==> src/slg_pkg.sv <==
// slg_pkg: shared constants for the selectable congruential / shift register generator.
// Holds register indexes, mode codes, port widths and reset values.
// No dependencies.
`timescale 1ns / 1ps

package slg_pkg;

  localparam int CFG_IDX_W  = 3;
  localparam int CFG_DATA_W = 64;
  localparam int LEN_W      = 7;

  localparam logic [CFG_IDX_W-1:0] CFG_MODE       = 3'd0;
  localparam logic [CFG_IDX_W-1:0] CFG_MULTIPLIER = 3'd1;
  localparam logic [CFG_IDX_W-1:0] CFG_INCREMENT  = 3'd2;
  localparam logic [CFG_IDX_W-1:0] CFG_MODULUS    = 3'd3;
  localparam logic [CFG_IDX_W-1:0] CFG_LCG_SEED   = 3'd4;
  localparam logic [CFG_IDX_W-1:0] CFG_SHIFT_LEN  = 3'd5;
  localparam logic [CFG_IDX_W-1:0] CFG_TAP_MASK   = 3'd6;
  localparam logic [CFG_IDX_W-1:0] CFG_SHIFT_SEED = 3'd7;

  localparam logic MODE_LCG  = 1'b0;
  localparam logic MODE_LFSR = 1'b1;

  localparam logic [LEN_W-1:0]      LEN_RST = 7'd16;
  localparam logic [CFG_DATA_W-1:0] TAP_RST = 64'h0000_0000_0000_B400;

endpackage

==> src/slg_rem_unit.sv <==
// slg_rem_unit: restoring remainder unit, one dividend bit per cycle.
// Takes a 2*LCG_BITS dividend and an LCG_BITS divisor, returns the remainder.
// Standalone; used by selectable_lcg_lfsr_generator_unit.
`timescale 1ns / 1ps

module slg_rem_unit #(
  parameter int LCG_BITS = 32
) (
  input  logic                  clk,
  input  logic                  rst_n,
  input  logic                  start,
  input  logic [2*LCG_BITS-1:0] dividend,
  input  logic [LCG_BITS-1:0]   divisor,
  output logic                  done,
  output logic [LCG_BITS-1:0]   rem
);

  localparam int DVD_W = 2 * LCG_BITS;
  localparam int CNT_W = $clog2(DVD_W);

  logic                busy_r, busy_nxt;
  logic                done_r, done_nxt;
  logic [CNT_W-1:0]    cnt_r, cnt_nxt;
  logic [DVD_W-1:0]    dvd_r, dvd_nxt;
  logic [LCG_BITS-1:0] rem_r, rem_nxt;
  logic [LCG_BITS:0]   rem_sh;
  logic [LCG_BITS:0]   rem_diff;

  assign rem_sh   = {rem_r, dvd_r[DVD_W-1]};
  assign rem_diff = rem_sh - {1'b0, divisor};

  always_comb begin
    busy_nxt = busy_r;
    done_nxt = 1'b0;
    cnt_nxt  = cnt_r;
    dvd_nxt  = dvd_r;
    rem_nxt  = rem_r;
    if (start) begin
      busy_nxt = 1'b1;
      cnt_nxt  = CNT_W'(DVD_W - 1);
      dvd_nxt  = dividend;
      rem_nxt  = '0;
    end else if (busy_r) begin
      dvd_nxt = dvd_r << 1;
      if (rem_sh >= {1'b0, divisor}) begin
        rem_nxt = rem_diff[LCG_BITS-1:0];
      end else begin
        rem_nxt = rem_sh[LCG_BITS-1:0];
      end
      if (cnt_r == '0) begin
        busy_nxt = 1'b0;
        done_nxt = 1'b1;
      end else begin
        cnt_nxt = cnt_r - 1'b1;
      end
    end
  end

  always_ff @(posedge clk) begin
    if (!rst_n) begin
      busy_r <= 1'b0;
      done_r <= 1'b0;
      cnt_r  <= '0;
    end else begin
      busy_r <= busy_nxt;
      done_r <= done_nxt;
      cnt_r  <= cnt_nxt;
    end
    dvd_r <= dvd_nxt;
    rem_r <= rem_nxt;
  end

  assign done = done_r;
  assign rem  = rem_r;

  a_start_busy: assert property (@(posedge clk) disable iff (!rst_n)
    start |=> busy_r)
    else $error("remainder unit not busy after start");

  a_last_done: assert property (@(posedge clk) disable iff (!rst_n)
    (busy_r && !start && cnt_r == '0) |=> (done_r && !busy_r))
    else $error("remainder unit missed its last step");

  a_rem_range: assert property (@(posedge clk) disable iff (!rst_n)
    (done_r && divisor != '0) |-> (rem_r < divisor))
    else $error("remainder not below divisor");

endmodule

==> src/selectable_lcg_lfsr_generator_unit.sv <==
// selectable_lcg_lfsr_generator_unit: pseudo-random number source, congruential or LFSR.
// Top level; depends on slg_pkg and slg_rem_unit.
//
// Usage:
//   in_valid/in_ready/in_draw: one item per request. An item with in_draw low is
//   taken and dropped, no result. in_ready is high only while the sequencer idles.
//   out_valid/out_ready/out_value: one result item per draw. Held in an output
//   register; a new draw is taken while it still waits, but the next result is
//   only loaded once the previous one has gone.
//   cfg_valid/cfg_ready/cfg_index/cfg_data: register writes, taken while idle.
//   A write of lcg_seed or shift_seed also loads the matching generator state.
// Steps, accept to out_valid:
//   mode 0: a multiply-add step, then the remainder unit retires one dividend bit
//   per cycle; the remainder step is skipped when the modulus is zero.
//   mode 1: one register step per cycle, one step per output bit.
//   A new draw is taken only once the previous result is in the output register.
// Reset (rst_n low, synchronous): registers take their reset values, the states
// take the seed resets, no result pending.
// A stalled receiver holds the finished item in the output register; the
// sequencer then waits at its final step.
`timescale 1ns / 1ps

module selectable_lcg_lfsr_generator_unit #(
  parameter int SHIFT_MAX = 64,
  parameter int OUT_BITS  = 63,
  parameter int LCG_BITS  = 32
) (
  input  logic                           clk,
  input  logic                           rst_n,
  input  logic                           in_valid,
  output logic                           in_ready,
  input  logic                           in_draw,
  output logic                           out_valid,
  input  logic                           out_ready,
  output logic [OUT_BITS-1:0]            out_value,
  input  logic                           cfg_valid,
  output logic                           cfg_ready,
  input  logic [slg_pkg::CFG_IDX_W-1:0]  cfg_index,
  input  logic [slg_pkg::CFG_DATA_W-1:0] cfg_data
);

  localparam int PROD_W = 2 * LCG_BITS;
  localparam int IDX_W  = $clog2(SHIFT_MAX);
  localparam int CNT_W  = $clog2(OUT_BITS + 1);
  localparam int ST_W   = 3;

  localparam logic [ST_W-1:0] ST_IDLE = 3'd0;
  localparam logic [ST_W-1:0] ST_MUL  = 3'd1;
  localparam logic [ST_W-1:0] ST_MODQ = 3'd2;
  localparam logic [ST_W-1:0] ST_DIV  = 3'd3;
  localparam logic [ST_W-1:0] ST_LFSR = 3'd4;
  localparam logic [ST_W-1:0] ST_FIN  = 3'd5;

  // configuration
  logic                          mode_r;
  logic [LCG_BITS-1:0]           mult_r;
  logic [LCG_BITS-1:0]           incr_r;
  logic [LCG_BITS-1:0]           mod_r;
  logic [slg_pkg::LEN_W-1:0]     len_r;
  logic [SHIFT_MAX-1:0]          tap_r;

  // sequencer and datapath
  logic [ST_W-1:0]               state_r, state_nxt;
  logic [CNT_W-1:0]              cnt_r, cnt_nxt;
  logic [LCG_BITS-1:0]           x_r, x_nxt;
  logic [SHIFT_MAX-1:0]          sh_r, sh_nxt;
  logic [OUT_BITS-1:0]           res_r, res_nxt;
  logic [PROD_W-1:0]             prod_r, prod_nxt;
  logic [OUT_BITS-1:0]           out_value_r, out_value_nxt;
  logic                          out_valid_r, out_valid_nxt;

  logic                          in_acc;
  logic                          cfg_acc;
  logic [PROD_W-1:0]             prod_mul;
  logic [slg_pkg::LEN_W-1:0]     len_eff;
  logic [IDX_W-1:0]              len_m1;
  logic [SHIFT_MAX-1:0]          keep;
  logic                          fb;
  logic                          oldest;
  logic                          rem_start;
  logic                          rem_done;
  logic [LCG_BITS-1:0]           rem_val;

  assign in_ready  = (state_r == ST_IDLE);
  assign cfg_ready = (state_r == ST_IDLE);
  assign in_acc    = in_valid && in_ready;
  assign cfg_acc   = cfg_valid && cfg_ready;

  // effective register length, clamped to 2..SHIFT_MAX
  always_comb begin
    if (len_r < slg_pkg::LEN_W'(2)) begin
      len_eff = slg_pkg::LEN_W'(2);
    end else if (len_r > slg_pkg::LEN_W'(SHIFT_MAX)) begin
      len_eff = slg_pkg::LEN_W'(SHIFT_MAX);
    end else begin
      len_eff = len_r;
    end
  end

  assign len_m1 = IDX_W'(len_eff - 1'b1);

  always_comb begin
    for (int i = 0; i < SHIFT_MAX; i++) begin
      keep[i] = (slg_pkg::LEN_W'(i) < len_eff);
    end
  end

  assign fb       = ^(sh_r & tap_r);
  assign oldest   = sh_r[len_m1];
  assign prod_mul = mult_r * x_r;

  assign rem_start = (state_r == ST_MODQ) && (mod_r != '0);

  slg_rem_unit #(
    .LCG_BITS (LCG_BITS)
  ) u_rem (
    .clk      (clk),
    .rst_n    (rst_n),
    .start    (rem_start),
    .dividend (prod_r),
    .divisor  (mod_r),
    .done     (rem_done),
    .rem      (rem_val)
  );

  always_comb begin
    state_nxt     = state_r;
    cnt_nxt       = cnt_r;
    x_nxt         = x_r;
    sh_nxt        = sh_r;
    res_nxt       = res_r;
    prod_nxt      = prod_r;
    out_value_nxt = out_value_r;
    out_valid_nxt = out_valid_r && !out_ready;

    case (state_r)
      ST_IDLE: begin
        if (cfg_acc && cfg_index == slg_pkg::CFG_LCG_SEED) begin
          x_nxt = cfg_data[LCG_BITS-1:0];
        end
        if (cfg_acc && cfg_index == slg_pkg::CFG_SHIFT_SEED) begin
          sh_nxt = cfg_data[SHIFT_MAX-1:0];
        end
        if (in_acc && in_draw) begin
          if (mode_r == slg_pkg::MODE_LFSR) begin
            sh_nxt    = sh_r & keep;
            cnt_nxt   = CNT_W'(OUT_BITS - 1);
            state_nxt = ST_LFSR;
          end else begin
            state_nxt = ST_MUL;
          end
        end
      end
      ST_MUL: begin
        prod_nxt  = prod_mul + PROD_W'(incr_r);
        state_nxt = ST_MODQ;
      end
      ST_MODQ: begin
        if (mod_r == '0) begin
          x_nxt     = prod_r[LCG_BITS-1:0];
          state_nxt = ST_FIN;
        end else begin
          state_nxt = ST_DIV;
        end
      end
      ST_DIV: begin
        if (rem_done) begin
          x_nxt     = rem_val;
          state_nxt = ST_FIN;
        end
      end
      ST_LFSR: begin
        res_nxt = OUT_BITS'({res_r, oldest});
        sh_nxt  = ((sh_r << 1) | SHIFT_MAX'(fb)) & keep;
        if (cnt_r == '0) begin
          state_nxt = ST_FIN;
        end else begin
          cnt_nxt = cnt_r - 1'b1;
        end
      end
      ST_FIN: begin
        if (!out_valid_r || out_ready) begin
          out_valid_nxt = 1'b1;
          if (mode_r == slg_pkg::MODE_LFSR) begin
            out_value_nxt = res_r;
          end else begin
            out_value_nxt = OUT_BITS'(x_r);
          end
          state_nxt = ST_IDLE;
        end
      end
      default: begin
        state_nxt = ST_IDLE;
      end
    endcase
  end

  always_ff @(posedge clk) begin
    if (!rst_n) begin
      state_r     <= ST_IDLE;
      cnt_r       <= '0;
      out_valid_r <= 1'b0;
      x_r         <= '0;
      sh_r        <= SHIFT_MAX'(1);
    end else begin
      state_r     <= state_nxt;
      cnt_r       <= cnt_nxt;
      out_valid_r <= out_valid_nxt;
      x_r         <= x_nxt;
      sh_r        <= sh_nxt;
    end
    res_r       <= res_nxt;
    prod_r      <= prod_nxt;
    out_value_r <= out_value_nxt;
  end

  always_ff @(posedge clk) begin
    if (!rst_n) begin
      mode_r <= slg_pkg::MODE_LCG;
      mult_r <= LCG_BITS'(1);
      incr_r <= LCG_BITS'(1);
      mod_r  <= '1;
      len_r  <= slg_pkg::LEN_RST;
      tap_r  <= slg_pkg::TAP_RST[SHIFT_MAX-1:0];
    end else if (cfg_acc) begin
      case (cfg_index)
        slg_pkg::CFG_MODE:       mode_r <= cfg_data[0];
        slg_pkg::CFG_MULTIPLIER: mult_r <= cfg_data[LCG_BITS-1:0];
        slg_pkg::CFG_INCREMENT:  incr_r <= cfg_data[LCG_BITS-1:0];
        slg_pkg::CFG_MODULUS:    mod_r  <= cfg_data[LCG_BITS-1:0];
        slg_pkg::CFG_SHIFT_LEN:  len_r  <= cfg_data[slg_pkg::LEN_W-1:0];
        slg_pkg::CFG_TAP_MASK:   tap_r  <= cfg_data[SHIFT_MAX-1:0];
        default: begin
        end
      endcase
    end
  end

  assign out_valid = out_valid_r;
  assign out_value = out_value_r;

  a_busy_after_draw: assert property (@(posedge clk) disable iff (!rst_n)
    (in_valid && in_ready && in_draw) |=> !in_ready)
    else $error("draw item accepted but sequencer still idle");

  a_rem_in_div: assert property (@(posedge clk) disable iff (!rst_n)
    rem_done |-> (state_r == ST_DIV))
    else $error("remainder finished outside the divide step");

  a_lcg_range: assert property (@(posedge clk) disable iff (!rst_n)
    (state_r == ST_FIN && mode_r == slg_pkg::MODE_LCG && mod_r != '0) |-> (x_r < mod_r))
    else $error("congruential state not below modulus");

  a_lfsr_clean: assert property (@(posedge clk) disable iff (!rst_n)
    (state_r == ST_FIN && mode_r == slg_pkg::MODE_LFSR) |-> ((sh_r & ~keep) == '0))
    else $error("shift register bits set above the length");

endmodule

==> config.mk <==
export PLATFORM = sky130hd
export DESIGN_NAME = selectable_lcg_lfsr_generator_unit
export DESIGN_NICKNAME = d
export VERILOG_FILES = /design/src/slg_pkg.sv /design/src/slg_rem_unit.sv /design/src/selectable_lcg_lfsr_generator_unit.sv
export SDC_FILE = /design/constraint.sdc
export NUM_CORES = 2
export LEC_CHECK = 0
export ABC_AREA = 1
export ABC_CLOCK_PERIOD_IN_PS = 8300
export BUFFER_PORTS_ARGS = -buffer_cell sky130_fd_sc_hd__buf_2
export CAP_MARGIN = 30
export CORE_MARGIN = 2
export CORE_UTILIZATION = 35
export CTS_CLUSTER_DIAMETER = 40
export CTS_CLUSTER_SIZE = 8
export DETAILED_ROUTE_END_ITERATION = 10
export PLACE_DENSITY = 0.55
export SETUP_SLACK_MARGIN = 0.05
export SYNTH_ARGS = -nofsm -noshare
export SYNTH_HDL_FRONTEND = slang
export SYNTH_SLANG_ARGS = --single-unit
==> constraint.sdc <==
create_clock -name clk -period 8.3 [get_ports clk]
set_input_delay 0.83 -clock clk [delete_from_list [all_inputs] [get_ports clk]]
set_output_delay 0.83 -clock clk [all_outputs]
set_load 0.02 [all_outputs]
# After elaboration in Yosys (flattened, before gate mapping)
# Index checks and enable logic that the tools add are counted.
dict set report word_totals {
  ff_bits 568
  inputBits 73
  out_inout_bits 66
  elab_cells 189
}
dict set report op_classes {
  addsub 5
  n_mul 1
  order_cmp 68
  eq_ne 21
  n_mux 36
  bitwise_logic 6
  reduce_logical 32
}
# op count
set op_table {}
lappend op_table {{64-bit two-way mux} 5}
lappend op_table {{6-bit by 7-bit less-than comparator with 1-bit output, first input constant} 32}
lappend op_table {{64-bit AND} 3}
lappend op_table {{32-bit two-way mux} 5}
lappend op_table {{64-bit one-hot mux with 2 select lines} 1}
lappend op_table {{5-bit by 7-bit less-than comparator with 1-bit output, first input constant} 16}
lappend op_table {{32-bit one-hot mux with 3 select lines} 1}
lappend op_table {{64-bit by 32-bit adder with 64-bit output} 1}
lappend op_table {{32-bit by 32-bit multiplier with 64-bit output} 1}
lappend op_table {{64-bit by 1-bit OR with 64-bit output} 1}
lappend op_table {{64-bit XOR reduction} 1}
lappend op_table {{4-bit by 7-bit less-than comparator with 1-bit output, first input constant} 8}
lappend op_table {{6-bit two-way mux} 6}
lappend op_table {{33-bit by 32-bit greater-or-equal comparator with 1-bit output} 1}
lappend op_table {{32-bit zero test} 1}
lappend op_table {{32-bit nonzero test} 1}
lappend op_table {{32-bit subtractor} 1}
lappend op_table {{3-bit by 7-bit less-than comparator with 1-bit output, first input constant} 4}
lappend op_table {{3-bit == test, second input constant} 6}
lappend op_table {{3-bit two-way mux} 6}
lappend op_table {{3-bit one-hot mux with 6 select lines} 1}
lappend op_table {{6-bit by 1-bit subtractor with 6-bit output, second input constant} 3}
lappend op_table {{2-bit AND reduction} 8}
lappend op_table {{1-bit by 7-bit less-than comparator with 1-bit output, first input constant} 2}
lappend op_table {{other kinds (22)} 54}

# Logic depth before layout (Yosys ltp)
dict set report depth {
  ltp_word 8
  mapped_depth 33
  mapped_depth_nobuf 31
}

# By module
# From an unflattened synthesis, not the netlist that was laid out.
dict set report unflattened {
  cells_unflattened 8572
  hier_area_um2 64932.3
}
# module n_inst cells_each area_each_um2 seq_area_each_um2
set by_module_without_submodules {}
lappend by_module_without_submodules {selectable_lcg_lfsr_generator_unit 1 7463 57553.9 11190.7}
lappend by_module_without_submodules {slg_rem_unit 1 1109 7378.3 2722.6}

# Least setup slack after synthesis
# OpenSTA, ideal clock, no wires.
dict set report synth_path {
  path_type {reg2reg}
  start {register x_r[25]}
  end {register prod_r[52] (data pin)}
  setup_time_ps 257
  arrival_time_ps 6524
  required_ps 8043
  path_slack_ps 1519
  path_stages_with_launch 27
  n_path_buf 2
  period_less_slack_ps 6781
  path_cell_list {dfxtp_1 -> clkbuf_1 -> clkbuf_1 -> nand2_1 -> fa_1 -> inv_1 -> fa_1 -> inv_1 -> fa_1 -> inv_1 -> fa_1 -> fa_1 -> fa_1 -> fa_1 -> inv_1 -> fa_1 -> inv_1 -> ha_1 -> nand2_1 -> nor2_1 -> inv_1 -> nor2_1 -> inv_1 -> nor4_1 -> nand3_1 -> o2111ai_1 -> nand2_1}
}
dict set report synth_via {
  elab_chain_cells 2
}
# element line
set synth_rtl {}
lappend synth_rtl {{start: declaration} selectable_lcg_lfsr_generator_unit.sv:65} ;# logic [LCG_BITS-1:0] x_r, x_nxt;
lappend synth_rtl {{start signal: assignment} selectable_lcg_lfsr_generator_unit.sv:209} ;# x_r <= x_nxt;
lappend synth_rtl {{32-bit by 32-bit multiplier with 64-bit output} selectable_lcg_lfsr_generator_unit.sv:110} ;# assign prod_mul = mult_r * x_r;
lappend synth_rtl {{64-bit by 32-bit adder with 64-bit output} selectable_lcg_lfsr_generator_unit.sv:155} ;# prod_nxt = prod_mul + PROD_W'(incr_r);
lappend synth_rtl {{end signal: assignment} selectable_lcg_lfsr_generator_unit.sv:213} ;# prod_r <= prod_nxt;
lappend synth_rtl {{end: declaration} selectable_lcg_lfsr_generator_unit.sv:68} ;# logic [PROD_W-1:0] prod_r, prod_nxt;
# Every way passes these cells.
# A chain may end at the register's enable or synchronous reset.

# Worst setup path in the final report
dict set report layout_path {
  start {register mult_r[2]}
  end {register prod_r[51] (data pin)}
}
dict set report layout_via {
  elab_chain_cells 2
}
# element line
set layout_rtl {}
lappend layout_rtl {{start: declaration} selectable_lcg_lfsr_generator_unit.sv:56} ;# logic [LCG_BITS-1:0] mult_r;
lappend layout_rtl {{start signal: assignment} selectable_lcg_lfsr_generator_unit.sv:228} ;# slg_pkg::CFG_MULTIPLIER: mult_r <= cfg_data[LCG_BITS-1:0];
lappend layout_rtl {{32-bit by 32-bit multiplier with 64-bit output} selectable_lcg_lfsr_generator_unit.sv:110}
lappend layout_rtl {{64-bit by 32-bit adder with 64-bit output} selectable_lcg_lfsr_generator_unit.sv:155}
# Every way passes these cells.

==> results.json <==
{
  "postSynthCellCount": 8354,
  "cts_sinks": 568,
  "layout_common_cells": "nand2_1 (2355), inv_1 (2062), fa_1 (929)",
  "port_buffers": 138,
  "syn2layout_area_growth_pct": 11.3,
  "outcome": "completed",
  "synth_ff_type": "dfxtp_1",
  "crit_path_max_fanout": 12,
  "p_leak_nw": 38.9,
  "num_vias": 53700,
  "grt_pass1_vias": 54000,
  "regArea_sq_mm": 0.0139,
  "n_fill_cell": 18700,
  "core_sq_mm": 0.181,
  "grt_usage_pct": 23.0,
  "multi_input_area_sq_mm": 0.0405,
  "cts_resized": 0,
  "post-route-period-util_pct": 95.9,
  "initial_core_util_pct": 35.3,
  "clock_path_buffers": 3,
  "synth-seq-cells": 568,
  "ys_seq_area_share_pct": 21.8,
  "finalClockSkew_ns": 0.119,
  "ir_drop_uv": 196,
  "ys_warn_count": 0,
  "fmax_ghz": 0.126,
  "fin_tns_setup_ns": 0,
  "grt_remaining_overflow": 0,
  "wl_per_cell_microns": 19.8,
  "setup_viol": 0,
  "path_clk_slew_ns": 0.05,
  "end_kind": "flip-flop",
  "nNetsFinal": 9634,
  "antenna_found_initial": 8,
  "drv_cap": 0,
  "grt_pass1_wl_microns": 328000,
  "cp_common_cell": "fa_1",
  "ant_nets": 0,
  "final_common_cell": "nand2_1",
  "rows": 156,
  "h-tree-depth": 3,
  "ioPinCount": 139,
  "rsz0062_at_grt": "false",
  "dr.pass1.iters": 8,
  "synth-edff-count": 254,
  "async_flop_share_pct": 0,
  "avgSynthCellArea_sq_um": 7.65,
  "dieWidth_microns": 431,
  "slowest_delay_ns": 0.85,
  "syn-num-nets": 9656,
  "yosysUniqueCellTypes": 56,
  "die-area_sq_mm": 0.186,
  "vias_per_cell": 4.97,
  "hpwlAfterDp_microns": 169000,
  "min_path_type": "input pin to flip-flop",
  "place.gp.congestion": 0.955,
  "post_cts_buffers": 0,
  "hold_ws_ns": 0.305,
  "grt_max_degree": 105,
  "root_buffer": "clkbuf_16",
  "power_per_cell_area_mw_per_mm2": 214,
  "clock_latency_ns": 0.79,
  "cp.arrival_ns": 8.47,
  "cts-buffers-inserted": 115,
  "tightest_slew_ns": 0.989,
  "drc": 0,
  "drive_above_1_share_pct": 6.41,
  "dr.first_iter.drc_count": 4187,
  "hold_viol": 0,
  "path_class": "flip-flop to flip-flop",
  "required_ns": 8.81,
  "critPathLaunchType": "flip-flop",
  "cts_tree": "yes",
  "synth_area_sq_mm": 0.0639,
  "wl_microns": 214000,
  "slew_headroom_pct": 34.0,
  "critPathTopFamily": "adder cells",
  "die_y_microns": 431,
  "maxSlewViolCount": 0,
  "slowest_stage": "dfxtp_1",
  "period_minus_slack_ns": 7.96,
  "cts_hold_buffers": 0,
  "crit_buf_inv": 7
}
==> cells in the mapped netlist, drive strengths merged, types with 11 or more instances <==
cell type  instances  share of area [%]
a21o              14               0.16
a21oi            343                2.7
a31oi             51               0.51
buf               79               0.66
clkbuf           354                2.1
dfxtp            314                9.8
edfxtp           254                 12
fa               929                 29
ha               300                5.9
inv             2083                 12
nand2           2364                 14
nand3            200                1.6
nand4             60               0.59
nor2             326                2.0
nor3              28               0.23
nor4              15               0.15
o211ai            84               0.99
o21a              13               0.15
o21ai            312                2.4
o21bai            11               0.13
o221ai            36               0.49
o22ai             64               0.63
xnor2             27               0.37
xor2              53               0.75
==> logic make-up after synthesis <==
| group | share of synthesized area [%] |
|---|---|
| AO/OA/AOI/OAI | 8.51 |
| XOR/XNOR | 1.12 |
| adder cells (fa/ha/maj) | 35.0 |
| buffers and inverters | 15.0 |
| flip-flops | 21.8 |
| AND/OR/NAND/NOR | 18.7 |
==> routing by layer <==
| metal | GRT usage [%] | part of all wire, % | up-vias |
|---|---|---|---|
| met5 | 0 | 0 | - |
| met4 | 9.12 | 4.2 | 0 |
| met3 | 3.02 | 6.3 | 377 |
| met2 | 38.4 | 48 | 1863 |
| met1 | 30.2 | 42 | 26500 |
| li1 | - | - | 24900 |
==> worst register-to-register path: cells and delay by family (launching register included) <==
family	cells	cell delay, ns
buf+inv	7	0.71
flops	1	0.85
fa+ha+maj	9	4.30
simple gates	9	1.82
==> power by group <==
part	switching, mW	internal [mW]
Clock	1.74	2.87
Sequential	0.529	3.73
Combinational	4.49	1.87
==> per-stage QoR <==
step	setup WS, ns	power (mW)	instances	util, %	cell area, sq um
2_1_floorplan	1.52	8.03	8354	-	63900
3_3_place_gp	0.403	10.5	10600	37.1	67200
3_5_place_dp	0.392	10.6	10600	37.1	67300
4_1_cts	0.420	15.3	10800	39.3	71100
5_1_grt	0.0555	16.1	10800	39.3	71200
6_report	0.341	15.2	10800	39.3	71200
==> state kept, by name, indices dropped and copies added (netlist names) <==
signal and cells:
prod_r 64, sh_r 64, tap_r 64, u_rem.dvd_r 64, out_value 63, res_r 63, incr_r 32, mod_r 32
mult_r 32, u_rem.rem 32, x_r 32, len_r 7, cnt_r 6, u_rem.cnt_r 6, state_r 3, mode_r 1
out_valid 1, u_rem.busy_r 1, u_rem.done 1
==> worst paths after layout <==
check	slack [ns]	from	cells after the start	end
max	0.34	mult_r[2]	25	prod_r[51]
min	0.30	cfg_data[32]	3	tap_r[32]
max reg2reg	0.34	mult_r[2]	25	prod_r[51]
min reg2reg	0.41	res_r[24]	0	res_r[25]
==> layout make-up <==
cell class | instances | area share, %
clock buffer | 148 | 4.42
timing repair buffer | 294 | 3.00
antenna | 4 | 0.0141
tap | 2370 | 4.17
multi-input combinational | 5269 | 56.9
clock inverter | 60 | 0.997
sequential | 568 | 19.6
inverter | 2084 | 11.0
(Power assumes the default switching activity.)
